$ cat config.mk
export PLATFORM = sky130hd
export DESIGN_NAME = iopc_back
export DESIGN_NICKNAME = d
export VERILOG_FILES = /design/src/design/iopc_pkg.sv /design/src/design/iopc_back.sv
export SDC_FILE = /design/constraint.sdc
export NUM_CORES = 1
export LEC_CHECK = 0
export ABC_AREA = 1
export BUFFER_PORTS_ARGS = -buffer_cell sky130_fd_sc_hd__buf_4
export CORE_MARGIN = 4
export CORE_UTILIZATION = 54
export DETAILED_ROUTE_END_ITERATION = 16
export PLACE_DENSITY = 0.79
export SKIP_CTS_REPAIR_TIMING = 1
export SLEW_MARGIN = 0
export SYNTH_ARGS = -nofsm -noshare
export SYNTH_HDL_FRONTEND = slang
export SYNTH_SLANG_ARGS = --single-unit
$ cat constraint.sdc
create_clock -name clk -period 2.8 [get_ports clk]
set_input_delay 0.56 -clock clk [delete_from_list [all_inputs] [get_ports clk]]
set_output_delay 0.56 -clock clk [all_outputs]
set_load 0.02 [all_outputs]
$ cat src/design/iopc_pkg.sv
`default_nettype none
// ----------------------------------------------------------------------------
// IPv6 option padding checker - shared package
// Types, parse phases and queue item layout used by front, queue and back.
// ----------------------------------------------------------------------------
package iopc_pkg;

  localparam int QUEUE_DEPTH = 4;
  localparam logic [9:0] COUNT_MAX = 10'd1023;

  localparam logic [7:0] OPT_PAD1 = 8'd0;
  localparam logic [7:0] OPT_PADN = 8'd1;

  typedef enum logic [1:0] {
    PH_TYPE = 2'd0,
    PH_LEN  = 2'd1,
    PH_DATA = 2'd2
  } phase_t;

  typedef enum logic {
    KIND_START = 1'b0,
    KIND_OPT   = 1'b1
  } kind_t;

  // one queued item from the front part to the back part
  typedef struct packed {
    kind_t       kind;
    logic        last;
    logic [7:0]  data;
    logic [11:0] hlen;
  } iopc_item_t;

endpackage : iopc_pkg
`default_nettype wire

$ cat src/design/iopc_back.sv
`default_nettype none
// ----------------------------------------------------------------------------
// IPv6 option padding checker - back part
// Walks option TLVs one byte per item and registers the header result.
// ----------------------------------------------------------------------------
module iopc_back
  import iopc_pkg::*;
(
  input  wire logic        clk,
  input  wire logic        rst,
  input  wire iopc_item_t  item,
  input  wire logic        empty,
  output logic             pop,
  output logic             out_valid,
  input  wire logic        out_ready,
  output logic             length_error,
  output logic             consecutive_padding,
  output logic [9:0]       nonzero_padn_count,
  output logic             pad_only,
  output logic [11:0]      header_bytes
);

  phase_t      phase, phase_next;
  logic [7:0]  left, left_next;
  logic        in_padn, in_padn_next;
  logic        prev_pad, prev_pad_next;
  logic        consec, consec_next;
  logic        allpad, allpad_next;
  logic        seen, seen_next;
  logic [9:0]  count, count_next;
  logic        finish;
  logic [7:0]  b;

  assign b      = item.data;
  assign finish = !empty && (item.kind == KIND_OPT) && item.last;
  // a result item may only be produced once the output register frees up
  assign pop    = !empty && (!finish || !out_valid || out_ready);

  always_comb begin
    phase_next    = phase;
    left_next     = left;
    in_padn_next  = in_padn;
    prev_pad_next = prev_pad;
    consec_next   = consec;
    allpad_next   = allpad;
    seen_next     = seen;
    count_next    = count;
    unique case (phase)
      PH_TYPE: begin
        if (b == OPT_PAD1 || b == OPT_PADN) begin
          if (prev_pad) begin
            consec_next = 1'b1;
          end
          prev_pad_next = 1'b1;
          if (b == OPT_PADN) begin
            in_padn_next = 1'b1;
            seen_next    = 1'b0;
            phase_next   = PH_LEN;
          end
        end else begin
          allpad_next   = 1'b0;
          prev_pad_next = 1'b0;
          in_padn_next  = 1'b0;
          phase_next    = PH_LEN;
        end
      end
      PH_LEN: begin
        left_next  = b;
        phase_next = (b == 8'd0) ? PH_TYPE : PH_DATA;
      end
      default: begin
        if (in_padn && b != 8'd0 && !seen) begin
          seen_next = 1'b1;
          if (count != COUNT_MAX) begin
            count_next = count + 10'd1;
          end
        end
        if (left != 8'd0) begin
          left_next = left - 8'd1;
        end
        if (left_next == 8'd0) begin
          phase_next = PH_TYPE;
        end
      end
    endcase
  end

  always_ff @(posedge clk) begin
    if (rst) begin
      phase    <= PH_TYPE;
      left     <= '0;
      in_padn  <= 1'b0;
      prev_pad <= 1'b0;
      consec   <= 1'b0;
      allpad   <= 1'b1;
      seen     <= 1'b0;
      count    <= '0;
    end else if (pop) begin
      if (item.kind == KIND_START || item.last) begin
        phase    <= PH_TYPE;
        left     <= '0;
        in_padn  <= 1'b0;
        prev_pad <= 1'b0;
        consec   <= 1'b0;
        allpad   <= 1'b1;
        seen     <= 1'b0;
        count    <= '0;
      end else begin
        phase    <= phase_next;
        left     <= left_next;
        in_padn  <= in_padn_next;
        prev_pad <= prev_pad_next;
        consec   <= consec_next;
        allpad   <= allpad_next;
        seen     <= seen_next;
        count    <= count_next;
      end
    end
  end

  always_ff @(posedge clk) begin
    if (rst) begin
      out_valid <= 1'b0;
    end else if (pop && finish) begin
      out_valid <= 1'b1;
    end else if (out_ready) begin
      out_valid <= 1'b0;
    end
  end

  always_ff @(posedge clk) begin
    if (pop && finish) begin
      length_error        <= (phase_next != PH_TYPE);
      consecutive_padding <= consec_next;
      nonzero_padn_count  <= count_next;
      pad_only            <= allpad_next;
      header_bytes        <= item.hlen;
    end
  end

  a_result_loaded: assert property (@(posedge clk) disable iff (rst)
    (pop && finish) |=> out_valid)
    else $error("finished header produced no result");

  a_hlen_shape: assert property (@(posedge clk) disable iff (rst)
    out_valid |-> (header_bytes[2:0] == 3'd0 && header_bytes != 12'd0))
    else $error("header length not a nonzero multiple of 8");

endmodule : iopc_back
`default_nettype wire

==> results of run 1 <==
-- flip-flops by register name, summed over array words and instances, names as in the netlist --
signal,flops
phase,2
consecutive_padding,1
left,8
in_padn,1
consec,1
pad_only,1
header_bytes,12
seen,1
length_error,1
count,10
allpad,1
nonzero_padn_count,10
prev_pad,1
out_valid,1
-- layout make-up --
class                   instances  area, µm²  share of cell area
well taps                      52       65.1              0.0209
flip-flops and latches         51       1270               0.408
clock inverters                 3       46.3              0.0149
repair buffers                 55        413               0.133
inverters                      35        134              0.0430
multi-input cells             216       1110               0.358
clock buffers                   5       68.8              0.0221
-- routing by layer --
metal,vias to the layer above,wire [µm]
met3,2,386
met2,62,2600
met1,1013,2400
met4,0,39
met5,-,0
li1,1122,-
-- path summary, 6_finish.rpt --
kind / startpoint / end / cells past startpoint
setup / recovery: left[0]$_SDFFE_PP0P_ / length_error$_DFFE_PP_ / 13
hold / removal: item[8] / header_bytes[8]$_DFFE_PP_ / 1
setup reg to reg: left[0]$_SDFFE_PP0P_ / length_error$_DFFE_PP_ / 13
hold reg to reg: count[6]$_SDFFE_PP0P_ / count[6]$_SDFFE_PP0P_ / 2
-- metrics by stage --
step                hold WS (ps)  power, mW  setup WS (ps)  utilization
floorplan                    439      0.875            563            -
global placement             454      0.933            872        0.675
detailed placement           462      0.934            848        0.675
CTS                          420       1.46            890        0.700
global route                 399       1.50            727        0.700
finish                       426       1.44            877        0.700
-- layout by cell type, fill, tap and decap left out, types with 2 or more instances in the layout --
cell type,n
a21oi_1,24
and2_1,2
buf_4,55
clkbuf_8,5
dfxtp_1,26
edfxtp_1,25
ha_1,3
inv_1,31
inv_2,3
nand2_1,87
nand2_2,6
nand3_1,16
nand3_2,2
nand4_1,2
nor2_1,28
nor2_2,4
nor2_4,3
nor3_1,2
o211ai_1,10
o21ai_0,8
o21ai_1,3
o21ai_2,3
-- report_power, final --
group          total (mW)  internal [mW]  switching (mW)  leakage [nW]
registers           0.799          0.794         0.00482         0.446
logic               0.118         0.0492          0.0693         0.810
clock network       0.526          0.269           0.257        0.0548
-- worst reg2reg max path: cells and delay by family, from the launching register on --
family                     cells  cell delay [ps]
and+or+nand+nor                9              840
AOI/OAI and AO/OA              1               70
buffers and inverters          2              210
adders and majority gates      1              210
DFF                            1              380
-- cell families (layout without fill, tap and decap cells) --
group                      count (synthesis)  in the layout  synth area share
buffers and inverters                     40             98            0.0602
xor gates and xnor gates                   3              3            0.0163
and+or+nand+nor                          157            157             0.281
adders and majority gates                  3              3            0.0148
DFF                                       51             51             0.501
AOI/OAI and AO/OA                         53             53             0.127
==> results_dict.tcl, run 1 <==
set metrics [dict create \
    status "completed" \
    die_h_um 76.5 \
    diodes 0 \
    overflow 0 \
    clk_latency_ps 310 \
    cpMaxStageDelayCell "dfxtp_1" \
    synth_top_area_share 0.296 \
    synth-seq-area-share 0.501 \
    synth_area_mm2 0.00254 \
    nFillCells 385 \
    grt-busiest-layer "met2" \
    worst_pin_slew_ps 478 \
    fin_crit_ps 1920 \
    synthTopCellsByCount "87 x nand2_1, 31 x inv_1, 29 x nor2_1" \
    drive_above_1_share 0.255 \
    cp_cell_sequence "inv_1 -> ha_1 -> nand2_1 -> nor2_4 -> inv_4 -> nand2_1 -> nand2_1 -> nand2_1 -> nor2_1 -> nand2_1 -> nand2_1 -> o21ai_1 -> or2_1" \
    rrSetupSlack_ps 880 \
    cp_top_family "simple AND/OR/NAND/NOR gates" \
    core_area_mm2 0.00444 \
    syn_area_per_cell_um2 8.26 \
    grt_max_degree 25 \
    slew_viol_final 0 \
    htree_num_levels 2 \
    area_growth_syn_to_layout_pct 22.7 \
    rsz0062_at_grt "false" \
    cap_violations 0 \
    grt_usage 0.198 \
    grtUsageMet2 0.322 \
    fin_setup_tns_ps 0 \
    yosys.area.top_type "edfxtp_1" \
    die_x_um 76.5 \
    ir_worst_vdd_mv 0.373 \
    ys_top_cells_by_area "edfxtp_1 30%, dfxtp_1 21%, nand2_1 13%, a21oi_1 4.7%, inv_1 4.6%" \
    slowest_delay_ps 380 \
    cts_buffers 5 \
    grt_pass1_vias 2100 \
    io_buffers 52 \
    synth_fp_nets 336 \
    worst-path-buf-inv 2 \
    initial_core_util 0.571 \
    min_period_over_period 0.687 \
    vias 2199 \
    cts.path.max_buffers 2 \
    nets 393 \
    fmax_mhz 520 \
    place_inst 409 \
    hp-class "in -> reg" \
    ios 53 \
    first_pass_iters 4 \
    ant_nets 0 \
    final-setup-viol-count 0 \
    synthCells 307 \
    cts_tree "built" \
    drt-total-wl_mm 5.43 \
    drt_iter0_drc 154 \
    synth_cell_types 35 \
    viasPerCell 5.27 \
    final_cells 417 \
    finClkSkew_ps 8.42 \
    synthMostInstantiatedCell "nand2_1" \
    dieArea_mm2 0.00586 \
    hpwl_mm 4.01 \
    synth_ff_type "dfxtp_1" \
    crit_top_cell "nand2_1" \
    placed_area_mm2 0.00300 \
    end_kind "flop" \
    antenna_found_initial 0 \
    finalHoldViolCount 0 \
    critPathMaxFanout 8 \
    gr-usage-met3 0.0662 \
    synth-edff-count 25 \
    grt_pass1_wl_mm 9.43 \
    gp_congestion 0.905 \
    power_density_mw_per_mm2 464 \
    synthArstFlopShare 0 \
    crit_type "reg -> reg" \
    required_ps 2860 \
    synth-seq-cells 51 \
    root_buffer "clkbuf_8" \
    worstPathArrival_ps 1990 \
    grt_use_met1 0.248 \
    stdcell_area_mm2 0.00311 \
    slew_headroom 0.681 \
    path_clk_slew_ps 90 \
    yosys_warnings 0 \
    num_rows 24 \
    route.detailed.drc 0 \
    cts.sinks 51 \
    avgRoutedWirePerCell_um 13.0 \
    p_leak_nw 1.31 \
    start_kind "flop" \
]
Power figures use the tool's default switching activity.
==> run 2, diff against run 1 <==
==> constraint.sdc (replaced) <==
create_clock -name clk -period 1.8 [get_ports clk]
set_input_delay 0.36 -clock clk [delete_from_list [all_inputs] [get_ports clk]]
set_output_delay 0.36 -clock clk [all_outputs]
set_load 0.02 [all_outputs]
==> run 2 against run 1 <==
Compared with the run above: the run now ends with setup timing left; register-to-register slack got worse by 920 ps; design area rose by 6.7%; critical path depth shrank 1; global-route usage increased by 0.90 points; combinational power grew 68%; via count is 5.0% higher; final cell count is 4.6% higher; largest power group unchanged.
==> results_dict.tcl, run 2 (synthesized netlist as in run 1, its figures left out) <==
set metrics [dict create \
    place_inst 427 \
    hpwl_mm 4.33 \
    min_period_over_period 1.02 \
    power_density_mw_per_mm2 680 \
    vias 2309 \
    grt_usage 0.207 \
    met1_length_mm 2.60 \
    num_rows 24 \
    finClkSkew_ps 7.95 \
    worst_pin_slew_ps 407 \
    end_kind "flop" \
    p_total_mw 2.26 \
    worstPathArrival_ps 1920 \
    io_buffers 52 \
    drt-total-wl_mm 6.01 \
    avgRoutedWirePerCell_um 13.8 \
    path_clk_slew_ps 100 \
    nets 412 \
    htree_num_levels 2 \
    ios 53 \
    required_ps 1870 \
    hold_path_depth 1 \
    cp_cell_sequence "inv_2 -> ha_1 -> nand2_2 -> nor2_4 -> inv_4 -> nand3_1 -> nand2_1 -> nor2_1 -> nand2_1 -> nand2_1 -> o21ai_1 -> or2_1" \
    die_h_um 76.5 \
    nFillCells 342 \
    drive_above_1_share 0.339 \
    p_clk_frac 0.362 \
    cts.path.max_buffers 2 \
    die_x_um 76.5 \
    wl_met2_mm 2.90 \
    root_buffer "clkbuf_8" \
    crit_top_cell "nand2_1" \
    first_pass_iters 4 \
    hp-class "in -> reg" \
    cp_top_family "simple AND/OR/NAND/NOR gates" \
    status "finished, violations left" \
    final-setup-viol-count 1 \
    swShare 0.230 \
    routed.top_layer "met4" \
    cp.depth 12 \
    fin_setup_tns_ps -42.8 \
    ant_nets 0 \
    layout_commonest_cell "nand2_1" \
    r2r.worst_path.cells 12 \
    dieArea_mm2 0.00586 \
    rsz0062_at_grt "true" \
    seq_power_share 0.550 \
    overflow 0 \
    cap_violations 0 \
    seqCellArea_mm2 0.00128 \
    p_leak_nw 1.44 \
    top_regs "header_bytes: 12 flops, count: 10 flops, nonzero_padn_count: 10 flops" \
    fmax_mhz 543 \
    largest-register "header_bytes" \
    cts_tree "built" \
    area_growth_syn_to_layout_pct 30.9 \
    drt_iter0_drc 203 \
    worst-path-buf-inv 2 \
    grt_pass1_vias 2183 \
    slew_viol_final 0 \
    finalHoldViolCount 0 \
    start_kind "flop" \
    gp_congestion 0.923 \
    core_area_mm2 0.00444 \
    route.detailed.drc 0 \
    power.internal_mw 1.74 \
    final_cells 436 \
    violations "setup timing" \
    cpMaxStageDelayCell "dfxtp_2" \
    ir_worst_vdd_mv 0.449 \
    slowest_delay_ps 340 \
    cts_buffers 5 \
    power.net_switching_mw 0.520 \
    clk_latency_ps 310 \
    setup_ws_ps -42.8 \
    grt_pass1_wl_mm 9.91 \
    grt_max_degree 25 \
    antenna_found_initial 0 \
    final_cell_mix "85 x nand2_1, 74 x buf_4, 28 x inv_1" \
    met3_length_um 408 \
    viasPerCell 5.30 \
    largest_reg_flops 12 \
    fin_crit_ps 1840 \
    crit_type "reg -> reg" \
    slew_headroom 0.728 \
    initial_core_util 0.571 \
    combPwrFrac 0.088 \
    multi_input_area_mm2 0.00117 \
    diodes 0 \
    cts.sinks 51 \
    critPathMaxFanout 8 \
]
==> run 2: cell types whose count changed in the layout (fill, tap and decap cells not counted), moves of 3 or more <==
cell | previous run | this run
dfxtp_2 | 0 | 5
nor2_1 | 28 | 24
inv_1 | 31 | 28
inv_2 | 3 | 6
dfxtp_1 | 26 | 21
nor2_2 | 4 | 7
buf_4 | 55 | 74
==> run 2: metal layers <==
layer	vias up	GRT usage
li1	1161	-
met3	11	0.0544
met4	0	0.0743
met5	-	0
met1	1058	0.266
met2	79	0.337
==> run 2: worst reg2reg max path: stages (launching register included) <==
cell,delay [ps]
dfxtp_2,340
inv_2,70
ha_1,160
nand2_2,70
nor2_4,140
inv_4,80
nand3_1,130
nand2_1,80
nor2_1,90
nand2_1,70
nand2_1,60
o21ai_1,70
or2_1,230
==> run 2: path summary, 6_finish.rpt <==
kind                             start                        end  slack (ps)
setup / recovery  left[1]$_SDFFE_PP0P_     length_error$_DFFE_PP_         -40
hold / removal                 item[2]  header_bytes[2]$_DFFE_PP_         220
setup reg to reg  left[1]$_SDFFE_PP0P_     length_error$_DFFE_PP_         -40
hold reg to reg    consec$_SDFFE_PP0P_        consec$_SDFFE_PP0P_         470
==> run 2: final cells by class <==
cell class              instances  area share
multi-input cells             216       0.353
clock buffers                   5      0.0207
well taps                      52      0.0196
clock inverters                 3      0.0139
flip-flops and latches         51       0.385
inverters                      35      0.0403
repair buffers                 74       0.167
==> run 2: through the flow <==
step / setup WS (ps) / cell area [µm²] / hold WS [ps] / utilization
after global placement: 40.4 / 3130 / 454 / 0.705
final: -42.8 / 3320 / 219 / 0.747
after detailed placement: -56.5 / 3130 / 460 / 0.705
after global routing: -116 / 3320 / 198 / 0.747
after CTS: -62.0 / 3250 / 214 / 0.731
after floorplan: 71.8 / 2540 / 422 / -
==> run 2: power groups by stage <==
stage          Sequential, mW  Combinational (mW)  Clock, mW
2_1_floorplan            1.29              0.0735          0
3_3_place_gp             1.27               0.192          0
3_5_place_dp             1.27               0.195          0
4_1_cts                  1.24               0.196      0.830
5_1_grt                  1.25               0.217      0.886
6_report                 1.24               0.198      0.818
==> run 3, diff against run 2 <==
--- a/config.mk
+++ b/config.mk
@@ -8,9 +8,9 @@
 export ABC_AREA = 1
 export BUFFER_PORTS_ARGS = -buffer_cell sky130_fd_sc_hd__buf_4
 export CORE_MARGIN = 4
-export CORE_UTILIZATION = 54
+export CORE_UTILIZATION = 45
 export DETAILED_ROUTE_END_ITERATION = 16
-export PLACE_DENSITY = 0.79
+export PLACE_DENSITY = 0.68
 export SKIP_CTS_REPAIR_TIMING = 1
 export SLEW_MARGIN = 0
 export SYNTH_ARGS = -nofsm -noshare
==> run 3 against run 2 <==
Compared with the run above: the flow now finishes without violations; non-clock buffer count increased by 3; register-to-register slack improved by 50 ps; total power decreased by 5.9%; maximum frequency increased by 2.6%; critical endpoint unchanged.
==> results_dict.tcl, run 3 (synthesized netlist as in run 1, its figures left out) <==
set metrics [dict create \
    required_ps 1870 \
    overflow 0 \
    core_area_mm2 0.00547 \
    end_kind "flop" \
    grt-busiest-layer "met2" \
    layout_commonest_cell "nand2_1" \
    critPathMaxFanout 8 \
    cts.path.max_buffers 2 \
    final_cells 459 \
    hold_path_depth 1 \
    cts.sinks 51 \
    ios 53 \
    finClkSkew_ps 8.13 \
    dieArea_mm2 0.00690 \
    grtUsageMet2 0.272 \
    worstPathArrival_ps 1860 \
    path_clk_slew_ps 90 \
    top_regs "header_bytes: 12 flops, count: 10 flops, nonzero_padn_count: 10 flops" \
    rrSetupSlack_ps 4 \
    setup_ws_ps 4.42 \
    area_growth_syn_to_layout_pct 33.6 \
    root_buffer "clkbuf_8" \
    grt_pass1_vias 2189 \
    drt-total-wl_mm 5.82 \
    place_inst 447 \
    die_x_um 83.1 \
    largest-register "header_bytes" \
    gr-usage-met3 0.0456 \
    p_leak_nw 1.44 \
    nets 415 \
    route.detailed.drc 0 \
    hold_path_startpoint "item[7]" \
    grt_max_degree 25 \
    cap_violations 0 \
    diodes 0 \
    antenna_found_initial 0 \
    htree_num_levels 2 \
    slew_headroom 0.748 \
    worst_pin_slew_ps 379 \
    ant_nets 0 \
    ir_worst_vdd_mv 0.303 \
    stdcell_area_mm2 0.00339 \
    hold_end "header_bytes[7]$_DFFE_PP_" \
    grt_usage 0.171 \
    min_period_over_period 0.998 \
    gp_congestion 0.855 \
    fin_setup_tns_ps 0 \
    final_cell_mix "83 x nand2_1, 77 x buf_4, 29 x inv_1" \
    fmax_mhz 557 \
    drive_above_1_share 0.357 \
    timing.rr.start "left[1]$_SDFFE_PP0P_" \
    r2r.worst_path.cells 12 \
    seqCellArea_mm2 0.00128 \
    clk_latency_ps 300 \
    io_buffers 52 \
    final-setup-viol-count 0 \
    multi_input_area_mm2 0.00121 \
    r2r-end "length_error$_DFFE_PP_" \
    vias 2297 \
    initial_core_util 0.463 \
    power_density_mw_per_mm2 627 \
    avgRoutedWirePerCell_um 12.7 \
    first_pass_iters 4 \
    drt_iter0_drc 106 \
    cts_buffers 5 \
    placed_area_mm2 0.00316 \
    num_rows 27 \
    start_kind "flop" \
    hpwl_mm 4.31 \
    slew_viol_final 0 \
    hold_ws_ps 226 \
    dpl_worst_slack_ps -32.5 \
    die_h_um 83.1 \
    cts_tree "built" \
    crit_type "reg -> reg" \
    nFillCells 488 \
    status "completed" \
    hp-class "in -> reg" \
    viasPerCell 5.00 \
    grt_pass1_wl_mm 9.97 \
    rsz0062_at_grt "true" \
    grt_use_met1 0.231 \
    fin_crit_ps 1800 \
    largest_reg_flops 12 \
    finalHoldViolCount 0 \
]
run 3: routing by layer:
| metal | share of wire | routed length (µm) |
|---|---|---|
| met2 | 0.44 | 2580 |
| met5 | 0 | 0 |
| met3 | 0.069 | 402 |
| met4 | 0.012 | 69 |
| met1 | 0.47 | 2760 |
run 3: area by class of cell:
type,count,share of cell area
clock buffers,7,0.0255
multi-input cells,216,0.357
clock inverters,1,0.00258
well taps,72,0.0266
flip-flops and latches,51,0.378
repair buffers,77,0.171
inverters,35,0.0403
run 3: power breakdown:
group          total (mW)  switching, mW  internal (mW)
Clock               0.686          0.371          0.315
Combinational       0.197          0.113         0.0842
Sequential           1.24        0.00729           1.23
Total                2.12          0.491           1.63
run 3: worst max-delay path, stage by stage (launching register included):
cell	delay, ps
dfxtp_2	340
inv_2	90
ha_4	130
nand2_2	60
nor2_4	140
clkinv_4	120
nand3_2	100
nand2_1	50
nor2_1	100
nand2_1	80
nand2_1	60
o21ai_1	70
or2_1	220
run 3: metrics by stage:
step	util	power, mW
after CTS	0.594	2.15
final	0.619	2.12
after detailed placement	0.577	1.46
after floorplan	-	1.36
after global placement	0.577	1.46
after global routing	0.619	2.22
run 3: how the worst max path moves through the flow:
stage               depth (start not counted)                     end                 start
floorplan                                  13  length_error$_DFFE_PP_  left[0]$_SDFFE_PP0P_
global placement                           11  length_error$_DFFE_PP_  left[1]$_SDFFE_PP0P_
detailed placement                         11  length_error$_DFFE_PP_  left[1]$_SDFFE_PP0P_
CTS                                        11  length_error$_DFFE_PP_  left[1]$_SDFFE_PP0P_
global route                               12  length_error$_DFFE_PP_  left[1]$_SDFFE_PP0P_
finish                                     12  length_error$_DFFE_PP_  left[1]$_SDFFE_PP0P_
